$ cat src/bounded_ordered_list_engine_top_assert.svh
// assertion macros for the ordered list engine
`ifndef BOUNDED_ORDERED_LIST_ENGINE_TOP_ASSERT_SVH
`define BOUNDED_ORDERED_LIST_ENGINE_TOP_ASSERT_SVH

`ifndef ASSERT_OFF

`define BOLE_ASSERT(lbl, clk, rstn, prop, msg) \
    lbl: assert property (@(posedge clk) disable iff (!rstn) prop) else $error(msg);

`define BOLE_ASSERT_NEVER(lbl, clk, rstn, cond, msg) \
    lbl: assert property (@(posedge clk) disable iff (!rstn) !(cond)) else $error(msg);

`else

`define BOLE_ASSERT(lbl, clk, rstn, prop, msg)

`define BOLE_ASSERT_NEVER(lbl, clk, rstn, cond, msg)

`endif

`endif

$ cat src/bole_pkg.sv
// shared types and codes for the ordered list engine
`timescale 1ns / 1ps
`default_nettype none

package bole_pkg;

    localparam int CAPACITY_DEF = 64;
    localparam int VALUE_W      = 32;
    localparam int FUNC_W       = 2;
    localparam int STATUS_W     = 2;
    localparam int OUT_CNT_W    = 7;

    localparam logic [FUNC_W-1:0] FUNC_HEAD   = 2'd0;
    localparam logic [FUNC_W-1:0] FUNC_TAIL   = 2'd1;
    localparam logic [FUNC_W-1:0] FUNC_DELETE = 2'd2;
    localparam logic [FUNC_W-1:0] FUNC_SEARCH = 2'd3;

    localparam logic [STATUS_W-1:0] ST_DONE    = 2'd0;
    localparam logic [STATUS_W-1:0] ST_MISSING = 2'd1;
    localparam logic [STATUS_W-1:0] ST_FULL    = 2'd2;

    // broadcast strobes from the sequencer to every cell
    typedef struct packed {
        logic capture;
        logic resolve;
        logic shift_head;
        logic load_tail;
        logic shift_del;
    } bole_cell_ctrl_t;

endpackage

`default_nettype wire

$ cat src/bole_pos_enc.sv
// one-hot first-match flags to a 1-based position
`timescale 1ns / 1ps
`default_nettype none

module bole_pos_enc #(
    parameter int CAPACITY = bole_pkg::CAPACITY_DEF,
    parameter int CNT_W    = 7
) (
    input  wire  [CAPACITY-1:0] first_vec,
    output logic [CNT_W-1:0]    position
);
    import bole_pkg::*;

    always_comb begin
        position = '0;
        for (int i = 0; i < CAPACITY; i++) begin
            if (first_vec[i]) begin
                position = position | CNT_W'(i + 1);
            end
        end
    end

endmodule

`default_nettype wire

$ cat config.mk
export PLATFORM = sky130hd
export DESIGN_NAME = bole_pos_enc
export DESIGN_NICKNAME = d
export VERILOG_FILES = /design/src/bounded_ordered_list_engine_top_assert.svh /design/src/bole_pkg.sv /design/src/bole_pos_enc.sv
export SDC_FILE = /design/constraint.sdc
export NUM_CORES = 1
export LEC_CHECK = 0
export ABC_AREA = 1
export CORE_UTILIZATION = 46
export DETAILED_ROUTE_END_ITERATION = 8
export DONT_BUFFER_PORTS = 1
export GPL_ROUTABILITY_DRIVEN = 0
export PLACE_DENSITY = 0.6
export SYNTH_ARGS = -nofsm -noshare
export SYNTH_HDL_FRONTEND = slang
export SYNTH_SLANG_ARGS = --single-unit
$ cat constraint.sdc
create_clock -name vclk -period 0.8
set_clock_uncertainty 0.05 [all_clocks]
set_input_delay 0.08 -clock vclk [all_inputs]
set_output_delay 0.08 -clock vclk [all_outputs]
set_load 0.03 [all_outputs]
==> reports/qor.yml <==
status: "finished with violations"
violations: "setup timing"
p_leak_uw: 0.000527
startpoint_type: "input pin"
maxCapViolations: 0
irDropWorstVdd_mv: 0.180
grt-ovfl-total: 0
power_frac_seq_pct: 0
synth_area_leaders: "nand2_1 31%, nor2_1 26%, inv_1 20%"
area_delta_synth_final_pct: 27.4
core_area_mm2: 0.00138
clock_buffers: 0
crit_path_top_delay_cell: "nor2_4"
ys_seq_area_share_pct: 0
p_int_uw: 92.6
total_power_uw: 252
multi_input_area_um2: 676
arrival_ns: 0.68
antenna_left: 0
io_pins: 71
gr-usage-met2_pct: 39.1
end_kind: "primary output"
wire_per_inst_um: 10.6
grt_use_total_pct: 21.2
cp.depth: 6
finalHoldViolations: 0
cts_setup_buffers: 0
whs_path_depth: 0
yosysTopAreaCellShare_pct: 30.9
power_switching_uw: 159
initial_core_util_pct: 51.9
die_y_um: 41.5
die-area_mm2: 0.00172
clockPowerShare_pct: 0
min_path_type: "input pin to primary output"
finalSetupViolCount: 1
design.seq.count: 0
synthCells: 180
drv_slew: 0
syn-cell-area_um2: 717
rsz0062_at_grt: "yes"
grtUsageMet1_pct: 26.8
crit_buf_inv: 1
drive_above_1_share_pct: 45.3
final_util_pct: 66.1
first_global_vias: 820
seq_area_um2: 0
num_rows: 13
fin_crit_sh_pct: 101
drt_wl_total_um: 2060
drc: 0
avgSynthCellArea_um2: 3.98
vias: 936
comb_power_share_pct: 100.0
cp_top_family: "simple AND/OR/NAND/NOR gates"
worst_path_most_repeated_cell: "nand2_1"
finalNetCount: 245
final.setup.worst_slack_ns: -0.00991
antenna_found_initial: 0
die_width_um: 41.5
critPathKind: "input pin to primary output"
synth_cell_types: 11
crit_chain: "inv_1 > nand2_1 > nor2_1 > nand2_1 > nor2_4 > nand2_4"
synth_warnings: 0
grt_pass1_wl_um: 3070
grt_max_degree: 4
yosysTopAreaCell: "nand2_1"
drtPass1Iterations: 4
tightestPinTransition_ns: 0.175
port_buffers: 0
dp_hpwl_um: 1620
syn_nets: 244
fillCellCount: 150
required_ns: 0.67
max_freq_mhz: 1230
power_density_mw_per_mm2: 276
p_sw_share_pct: 63.2
max_slew_margin_pct: 88.3
viasPerCell: 4.82
grt_util_met3_pct: 1.30
grt_busiest_layer: "met2"
max_stage_delay_ns: 0.15
cp_max_fo: 2
min_period_ns: 0.810
drt-initial-drc-count: 21
n_antenna_cell: 0
cell usage after synthesis:
cell type	number
inv_1	38
nand4_1	2
nand2_1	59
and2_1	2
nor2_4	1
nor2_2	3
nor2_1	50
clkinv_1	2
buf_4	1
inv_2	17
nand2_2	5
final cells by class:
| class | count | area share [%] |
|---|---|---|
| inverters | 57 | 24.0 |
| multi-input cells | 122 | 74.0 |
| well taps | 15 | 2.05 |
metal layers:
| layer | share of wire (%) | wire length (um) |
|---|---|---|
| met1 | 39 | 803 |
| met3 | 7.0 | 144 |
| met2 | 53 | 1080 |
| met5 | 0 | 0 |
| met4 | 1.2 | 25 |
worst paths after layout:
kind | from | endpoint | slack (ns)
min | first_vec[63] | position[6] | 0.11
max | first_vec[18] | position[0] | -0.01
through the flow:
step                setup slack, ns  std cells   TNS, ns  hold slack, ns  area [um2]
floorplan                    0.0412        180         0           0.242         717
global placement            -0.0333        194    -0.106           0.110         728
detailed placement          -0.0296        194    -0.124           0.110         728
CTS                         0.00508        194         0           0.110         743
global route                -0.0382        194    -0.133           0.110         913
finish                     -0.00991        194  -0.00991           0.110         913
layout by cell type (no fill, tap or decap):
cell | Yosys | layout
and2_4 | 0 | 1
nand2_2 | 5 | 22
nand4_1 | 2 | 2
nor2_2 | 3 | 15
nand2_1 | 59 | 35
and2_1 | 2 | 1
inv_2 | 17 | 26
nor2_1 | 50 | 31
clkinv_1 | 2 | 2
inv_4 | 0 | 2
inv_1 | 38 | 27
nor2_4 | 1 | 8
nand2_4 | 0 | 7
power groups by stage:
| stage | registers, uW | clock network (uW) | logic, uW |
|---|---|---|---|
| floorplan | 0 | 0 | 174 |
| global placement | 0 | 0 | 191 |
| detailed placement | 0 | 0 | 195 |
| CTS | 0 | 0 | 196 |
| global route | 0 | 0 | 288 |
| finish | 0 | 0 | 252 |
kinds of logic after synthesis:
| logic type | share of synthesized area [%] |
|---|---|
| buf+inv | 30.9 |
| simple gates | 69.1 |
timing repair:
item / CTS / global route
gates cloned: 0 / 0
setup endpoints to repair: 6 / 6
hold buffers: 0 / 0
gates resized for setup: 6 / 65
pin swaps: 0 / 48
(Power assumes the default switching activity.)
