$ cat src/bounded_ordered_list_engine_top_assert.svh
// assertion macros for the ordered list engine
`ifndef BOUNDED_ORDERED_LIST_ENGINE_TOP_ASSERT_SVH
`define BOUNDED_ORDERED_LIST_ENGINE_TOP_ASSERT_SVH

`ifndef ASSERT_OFF

`define BOLE_ASSERT(lbl, clk, rstn, prop, msg) \
    lbl: assert property (@(posedge clk) disable iff (!rstn) prop) else $error(msg);

`define BOLE_ASSERT_NEVER(lbl, clk, rstn, cond, msg) \
    lbl: assert property (@(posedge clk) disable iff (!rstn) !(cond)) else $error(msg);

`else

`define BOLE_ASSERT(lbl, clk, rstn, prop, msg)

`define BOLE_ASSERT_NEVER(lbl, clk, rstn, cond, msg)

`endif

`endif

$ cat src/bole_pkg.sv
// shared types and codes for the ordered list engine
`timescale 1ns / 1ps
`default_nettype none

package bole_pkg;

    localparam int CAPACITY_DEF = 64;
    localparam int VALUE_W      = 32;
    localparam int FUNC_W       = 2;
    localparam int STATUS_W     = 2;
    localparam int OUT_CNT_W    = 7;

    localparam logic [FUNC_W-1:0] FUNC_HEAD   = 2'd0;
    localparam logic [FUNC_W-1:0] FUNC_TAIL   = 2'd1;
    localparam logic [FUNC_W-1:0] FUNC_DELETE = 2'd2;
    localparam logic [FUNC_W-1:0] FUNC_SEARCH = 2'd3;

    localparam logic [STATUS_W-1:0] ST_DONE    = 2'd0;
    localparam logic [STATUS_W-1:0] ST_MISSING = 2'd1;
    localparam logic [STATUS_W-1:0] ST_FULL    = 2'd2;

    // broadcast strobes from the sequencer to every cell
    typedef struct packed {
        logic capture;
        logic resolve;
        logic shift_head;
        logic load_tail;
        logic shift_del;
    } bole_cell_ctrl_t;

endpackage

`default_nettype wire

$ cat src/bole_cell.sv
// one list cell: holds an entry, compares it, and shifts with its neighbors
`timescale 1ns / 1ps
`default_nettype none

module bole_cell #(
    parameter int IDX   = 0,
    parameter int CNT_W = 7
) (
    input  wire                            aclk,
    input  wire                            aresetn,
    input  wire bole_pkg::bole_cell_ctrl_t ctrl,
    input  wire [bole_pkg::VALUE_W-1:0]    cmd_value,
    input  wire [CNT_W-1:0]                count,
    input  wire [bole_pkg::VALUE_W-1:0]    left_val,
    input  wire [bole_pkg::VALUE_W-1:0]    right_val,
    input  wire                            seen_in,
    output logic                           seen_out,
    output logic                           seen_q,
    output logic                           first_q,
    output logic [bole_pkg::VALUE_W-1:0]   val_q
);
    import bole_pkg::*;

    localparam logic [CNT_W-1:0] IDX_C = CNT_W'(IDX);

    logic [VALUE_W-1:0] val_reg;
    logic               match_reg;
    logic               seen_reg;
    logic               first_reg;

    assign seen_out = seen_in | match_reg;
    assign seen_q   = seen_reg;
    assign first_q  = first_reg;
    assign val_q    = val_reg;

    always_ff @(posedge aclk) begin
        if (ctrl.shift_head) begin
            val_reg <= left_val;
        end else if (ctrl.load_tail && (count == IDX_C)) begin
            val_reg <= cmd_value;
        end else if (ctrl.shift_del && seen_reg) begin
            // at or behind the removed entry: pull from the right
            val_reg <= right_val;
        end
    end

    always_ff @(posedge aclk) begin
        if (!aresetn) begin
            match_reg <= 1'b0;
            seen_reg  <= 1'b0;
            first_reg <= 1'b0;
        end else begin
            if (ctrl.capture) begin
                match_reg <= (IDX_C < count) && (val_reg == cmd_value);
            end
            if (ctrl.resolve) begin
                seen_reg  <= seen_out;
                first_reg <= match_reg & ~seen_in;
            end
        end
    end

endmodule

`default_nettype wire

$ cat config.mk
export PLATFORM = sky130hd
export DESIGN_NAME = bole_cell
export DESIGN_NICKNAME = d
export VERILOG_FILES = /design/src/bounded_ordered_list_engine_top_assert.svh /design/src/bole_pkg.sv /design/src/bole_cell.sv
export SDC_FILE = /design/constraint.sdc
export NUM_CORES = 1
export LEC_CHECK = 0
export BUFFER_PORTS_ARGS = -buffer_cell sky130_fd_sc_hd__buf_4
export CAP_MARGIN = 20
export CELL_PAD_IN_SITES_DETAIL_PLACEMENT = 1
export CELL_PAD_IN_SITES_GLOBAL_PLACEMENT = 1
export CORE_MARGIN = 5
export CORE_UTILIZATION = 27
export CTS_BUF_LIST = sky130_fd_sc_hd__clkbuf_16
export DETAILED_ROUTE_END_ITERATION = 12
export PLACE_DENSITY = 0.78
export SLEW_MARGIN = 0
export SYNTH_ARGS = -nofsm -noshare
export SYNTH_HDL_FRONTEND = slang
export SYNTH_SLANG_ARGS = --single-unit
$ cat constraint.sdc
create_clock -name aclk -period 2.4 [get_ports aclk]
set_input_delay 0.24 -clock aclk [delete_from_list [all_inputs] [get_ports aclk]]
set_output_delay 0.24 -clock aclk [all_outputs]
set_load 0.01 [all_outputs]
==> results.yml, run 1 <==
cts:
  cts_resized: 0
  insertion_delay_ns: 0.27
  post_cts_buffers: 0
  postCtsHoldBufs: 0
  path_clk_slew_ns: 0.05
  cts_root_buf: "clkbuf_16"
  cts_buffers: 5
  clock_path_buffers: 2
  clkSinkCount: 35
  htree_levels: 2
  cts_tree: "built"
floorplanning:
  die_h_um: 99.1
  pin_count: 146
  initial_core_util: 0.277
  dieArea_sq_um: 9810
  core-area_sq_um: 7730
  die-width_um: 99.1
  rows: 32
worst_setup_path:
  path_buf_inv: 0
  startpoint_type: "flip-flop"
  r2r_start: "val_q[27]"
  critical-path-top-delay-family: "simple AND/OR/NAND/NOR gates"
  critical_path_class: "reg2reg"
  max_stage_delay_ns: 0.44
  crit_cells: 5
  r2r_cells: 5
  cp_cell_sequence: "xor2_1 > nor4_1 > nand4_1 > or4_1 > o21ai_0"
  cp.arrival_ns: 2.06
  crit_path_end: "match_reg"
  worstPathRequired_ns: 2.60
  r2r_end: "match_reg"
  startpoint: "val_q[27]"
  cp-end-kind: "flip-flop"
  regToRegSetupSlack_ns: 0.54
  cp_slowest_cell: "or4_1"
  path_max_fanout: 2
global_routing:
  grt-ovfl-total: 0
  antenna_found_initial: 0
  grt_max_degree: 37
  grt_first_pass_wirelength_um: 11600
  grt_usage: 0.149
  grt_pass1_vias: 2359
sta:
  drv_slew: 0
  setup_viol: 0
  maxSlewHeadroom: 0.721
  clock_skew_ns: 0.00366
  worst_slew_pin_slew_ns: 0.414
  whs_ns: 0.202
  rsz0062_at_grt: "no"
  fin_crit_ns: 1.86
  finalCritPeriodShare: 0.775
  tns_ns: 0
  fmax_mhz: 538
  hold_viol: 0
finish:
  area_delta_synth_final_pct: 62.3
  antenna-diode-count: 0
  fin_nets: 456
  largest_reg_flops: 32
  final_util: 0.450
  drive_gt1_frac: 0.457
yosys:
  ys_warn_count: 0
  syn_area_per_cell_sq_um: 10.8
  synth_cells: 199
  ys.flop_type: "edfxtp_1"
  ys_seq_area_frac: 0.477
  synth_top_area_cell: "edfxtp_1"
  synth_top_cell_area_share: 0.449
  async_reset_ff_frac: 0
  synth_edf_count: 32
  synth_seq_cells: 35
  yosys.cell_types.count: 25
  syn-cell-area_sq_um: 2140
  synth_area_leaders: "edfxtp_1 (45%), mux2i_1 (15%), xor2_1 (11%)"
  syn-num-nets: 310
power_and_ir_drop:
  p_leak_nw: 1.75
  power.density_nw_per_um2: 510
  p_seq_frac: 0.427
  peakVddDrop_uv: 263
  clock_power_share: 0.345
  switching_share: 0.249
  power.switching_w: 0.000442
  comb_power_share: 0.228
  p_int_w: 0.00133
detailed_routing:
  vias_per_cell: 4.59
  m1WireLength_um: 2720
  met3WireLength_um: 591
  firstDrtPassIters: 4
  dr.first_iter.drc_count: 29
  top_layer: "met4"
  routedWlPerCell_um: 16.5
  met2_length_um: 3990
  drc: 0
  final_antenna_net_count: 0
  totalWireLength_um: 7400
  dr_total_vias: 2055
placed_design:
  dpl.hpwl_um: 6030
  portBuffers: 145
  gp_congestion: 0.758
outcome:
  outcome: "complete, no violations"
min_path:
  hp-class: "in2reg"
run:
  maxCapViolCount: 0
cells in the mapped netlist, types with 2 or more instances:
| cell | count |
|---|---|
| o21ai_1 | 29 |
| nand4_1 | 2 |
| nand2_1 | 34 |
| xnor2_1 | 5 |
| xor2_1 | 27 |
| nand3_1 | 2 |
| o21ai_0 | 4 |
| buf_6 | 3 |
| nor4_1 | 6 |
| edfxtp_1 | 32 |
| clkbuf_1 | 7 |
| mux2i_1 | 33 |
| dfxtp_1 | 3 |
worst register-to-register path, cell delays in order, from the launching register on:
cell      delay [ns]
edfxtp_1        0.41
xor2_1          0.16
nor4_1          0.42
nand4_1         0.21
or4_1           0.44
o21ai_0         0.14
placed cells by master (no fill, tap or decap):
cell type / n
nand4_1: 2
mux2i_1: 33
clkbuf_16: 5
nand3_1: 2
and2_1: 1
nand2_4: 1
o21ai_1: 29
a21oi_1: 1
xor2_1: 27
nor4_4: 1
dfxtp_1: 3
nand3b_1: 1
or2_2: 1
inv_1: 2
edfxtp_1: 32
o22ai_1: 1
buf_4: 148
or4_1: 1
xnor2_1: 5
clkinv_1: 2
buf_12: 1
nor2b_1: 1
nor3_1: 1
nand2_1: 34
or4_4: 1
nor4_1: 6
o21ai_0: 4
power by group through the flow:
stage / logic, W / clock network (W) / registers (W)
2_1_floorplan: 0.000123 / 0 / 0.000788
3_3_place_gp: 0.000402 / 0 / 0.000767
3_5_place_dp: 0.000410 / 0 / 0.000770
4_1_cts: 0.000412 / 0.000628 / 0.000758
5_1_grt: 0.000443 / 0.000660 / 0.000763
6_report: 0.000405 / 0.000612 / 0.000756
how the worst min path moves through the flow:
| stage | startpoint | to | slack, ns | cells past startpoint |
|---|---|---|---|---|
| 2_1_floorplan | aresetn | first_q | 0.36 | 1 |
| 3_3_place_gp | aresetn | first_q | 0.48 | 2 |
| 3_5_place_dp | aresetn | first_q | 0.48 | 2 |
| 4_1_cts | aresetn | first_q | 0.20 | 2 |
| 5_1_grt | aresetn | first_q | 0.22 | 2 |
| 6_report | aresetn | first_q | 0.20 | 2 |
cell families (layout without fill, tap and decap cells):
logic type,Yosys count,count (layout),share of synthesized area
muxes,33,33,0.154
xor gates and xnor gates,32,32,0.131
AOI/OAI and AO/OA,35,35,0.0824
buffers and inverters,11,158,0.0298
and+or+nand+nor,53,53,0.126
DFF,35,35,0.477
layer usage:
layer  vias to the layer above  track usage
met4                         0       0.0399
met2                        79        0.267
met5                         -            0
met1                       961        0.166
met3                         8       0.0538
li1                       1007            -
final cells by class:
cell class	count	area (sq um)
clock buffer	5	125
clock inverter	3	11.3
fill	898	4250
inverter	1	3.75
multi-input combinational	153	1060
sequential	35	1020
tap	102	128
timing repair buffer	149	1130
stage by stage:
stage | setup slack, ns | total power (W) | instances | area, sq um
after floorplan | 0.0459 | 0.000911 | 199 | 2140
after global placement | 0.293 | 0.00117 | 440 | 3340
after detailed placement | 0.220 | 0.00118 | 440 | 3340
after CTS | 0.506 | 0.00180 | 448 | 3480
after global routing | 0.427 | 0.00187 | 448 | 3480
final | 0.540 | 0.00177 | 448 | 3480
(Power assumes the default switching activity.)
==> run 2, diff against run 1 <==
CORE_UTILIZATION = 30   (was 27)
PLACE_DENSITY = 0.82   (was 0.78)
clock period = 1.75 ns   (was 2.4 ns; I/O delays follow)
==> run 2 against run 1 <==
The run now ends with negative setup slack left. Die area decreased by 9.0%. Critical path type unchanged. Final cell count increased by 0.89%. Combinational power up 45%. Critical endpoint unchanged. Sequential cell count did not move. Sequential power up 38%. Clock skew fell by 0.00079 ns. Global-route usage grew 2.5 points.
==> results.yml, run 2 (synthesized netlist as in run 1, its figures left out) <==
outcome:
  outcome: "complete, but fails checks"
  failed_checks: "negative setup slack"
finish:
  final_util: 0.521
  most-common-layout-cells: "buf_4 (158), mux2i_1 (33), nand2_1 (33)"
  postLayoutCellArea_sq_um: 3580
  antenna-diode-count: 0
  drive_gt1_frac: 0.486
  area_delta_synth_final_pct: 67.1
  nFillCells: 824
  largest_reg_flops: 32
  fin_nets: 466
  final_common_cell: "buf_4"
global_routing:
  antenna_found_initial: 0
  grt_usage: 0.174
  grt_first_pass_wirelength_um: 11900
  grt_pass1_vias: 2368
  grt_max_degree: 33
  grt-ovfl-total: 0
sta:
  clock_skew_ns: 0.00287
  fin_crit_ns: 1.77
  setup_viol: 1
  setup_ws_ns: -0.0213
  drv_slew: 0
  maxSlewHeadroom: 0.724
  fmax_mhz: 565
  worst_slew_pin_slew_ns: 0.414
  finalCritPeriodShare: 1.01
  rsz0062_at_grt: "yes"
  hold_viol: 0
min_path:
  hold_start: "aresetn"
  min_to: "first_q"
  holdPathStages: 2
  hp-class: "in2reg"
worst_setup_path:
  cp_slowest_cell: "or4_1"
  crit_cells: 6
  cp.arrival_ns: 1.98
  critical-path-top-delay-family: "simple AND/OR/NAND/NOR gates"
  r2r_start: "val_q[22]"
  path_buf_inv: 1
  startpoint_type: "flip-flop"
  critical_path_class: "reg2reg"
  max_stage_delay_ns: 0.43
  r2r_end: "match_reg"
  r2r_cells: 6
  regToRegSetupSlack_ns: -0.02
  cp-end-kind: "flip-flop"
  worstPathRequired_ns: 1.96
  cp_cell_sequence: "xor2_1 > nor4_2 > buf_4 > nand4_1 > or4_1 > o21ai_1"
  path_max_fanout: 2
power_and_ir_drop:
  p_leak_nw: 1.80
  p_seq_frac: 0.418
  p_int_w: 0.00185
  peakVddDrop_uv: 406
  clock_power_share: 0.345
  comb_power_share: 0.237
  switching_share: 0.255
  power.switching_w: 0.000634
  power.density_nw_per_um2: 695
  finalPower_w: 0.00249
detailed_routing:
  dr.first_iter.drc_count: 34
  final_antenna_net_count: 0
  dr_total_vias: 2103
  firstDrtPassIters: 4
  drc: 0
  routedWlPerCell_um: 17.4
  totalWireLength_um: 7860
  vias_per_cell: 4.65
run:
  maxCapViolCount: 0
floorplanning:
  die_h_um: 94.5
  initial_core_util: 0.312
  pin_count: 146
  rows: 30
  dieArea_sq_um: 8930
  die-width_um: 94.5
  core-area_sq_um: 6870
placed_design:
  portBuffers: 145
  place_ws_ns: -0.156
  gp_congestion: 0.738
  post_dp_cell_area_sq_um: 3410
  dpl.hpwl_um: 6480
cts:
  htree_levels: 2
  cts_tree: "built"
  clock_path_buffers: 2
  insertion_delay_ns: 0.27
  cts_root_buf: "clkbuf_16"
  cts_buffers: 5
  clkSinkCount: 35
  path_clk_slew_ns: 0.06
==> run 2: repair_timing <==
| action | CTS | global route |
|---|---|---|
| setup endpoints to repair | 1 | 1 |
| gates resized for setup | 2 | 1 |
| setup buffers | 1 | 1 |
| hold endpoints to repair | 0 | 0 |
| pin swaps | 1 | 1 |
| hold buffers | 0 | 0 |
==> run 2: how the worst max path moves through the flow <==
stage	from	to	slack [ns]
CTS	val_q[19]	match_reg	-0.03
global route	val_q[22]	match_reg	-0.10
floorplan	count[3]	val_q[0]	0.07
detailed placement	count[3]	val_q[9]	-0.16
global placement	count[3]	val_q[12]	-0.13
finish	val_q[22]	match_reg	-0.02
==> run 2: metal layers <==
layer	GRT usage	routed length (um)
met1	0.193	2940
met2	0.317	4140
met3	0.0637	699
met5	0	0
met4	0.0349	82
==> run 2: per-stage QoR <==
step,instances,hold slack [ns],setup TNS [ns]
2_1_floorplan,199,0.297,0
3_3_place_gp,442,0.413,-6.94
3_5_place_dp,442,0.413,-7.78
4_1_cts,451,0.124,-0.0313
5_1_grt,452,0.136,-0.101
6_report,452,0.132,-0.0213
==> run 2: power groups by stage <==
stage	Sequential [W]	Combinational, W	Clock (W)
4_1_cts	0.00104	0.000592	0.000884
6_report	0.00104	0.000589	0.000858
2_1_floorplan	0.00108	0.000173	0
3_5_place_dp	0.00106	0.000584	0
3_3_place_gp	0.00105	0.000567	0
5_1_grt	0.00105	0.000642	0.000920
==> run 2: worst register-to-register path: cells and delay by family, from the launching register on <==
kind,cells,cell delay (ns)
compound gates,1,0.13
flops,1,0.41
xor+xnor,1,0.17
simple gates,3,0.82
buf+inv,1,0.16
==> run 2: layout make-up <==
cell class	instances	area, sq um	share of cell area
Clock inverter	3	16.3	0.00455
Inverter	1	3.75	0.00105
Clock buffer	5	125	0.0350
Timing Repair Buffer	159	1210	0.337
Multi-Input combinational cell	153	1090	0.303
Tap cell	96	120	0.0336
Sequential cell	35	1020	0.285
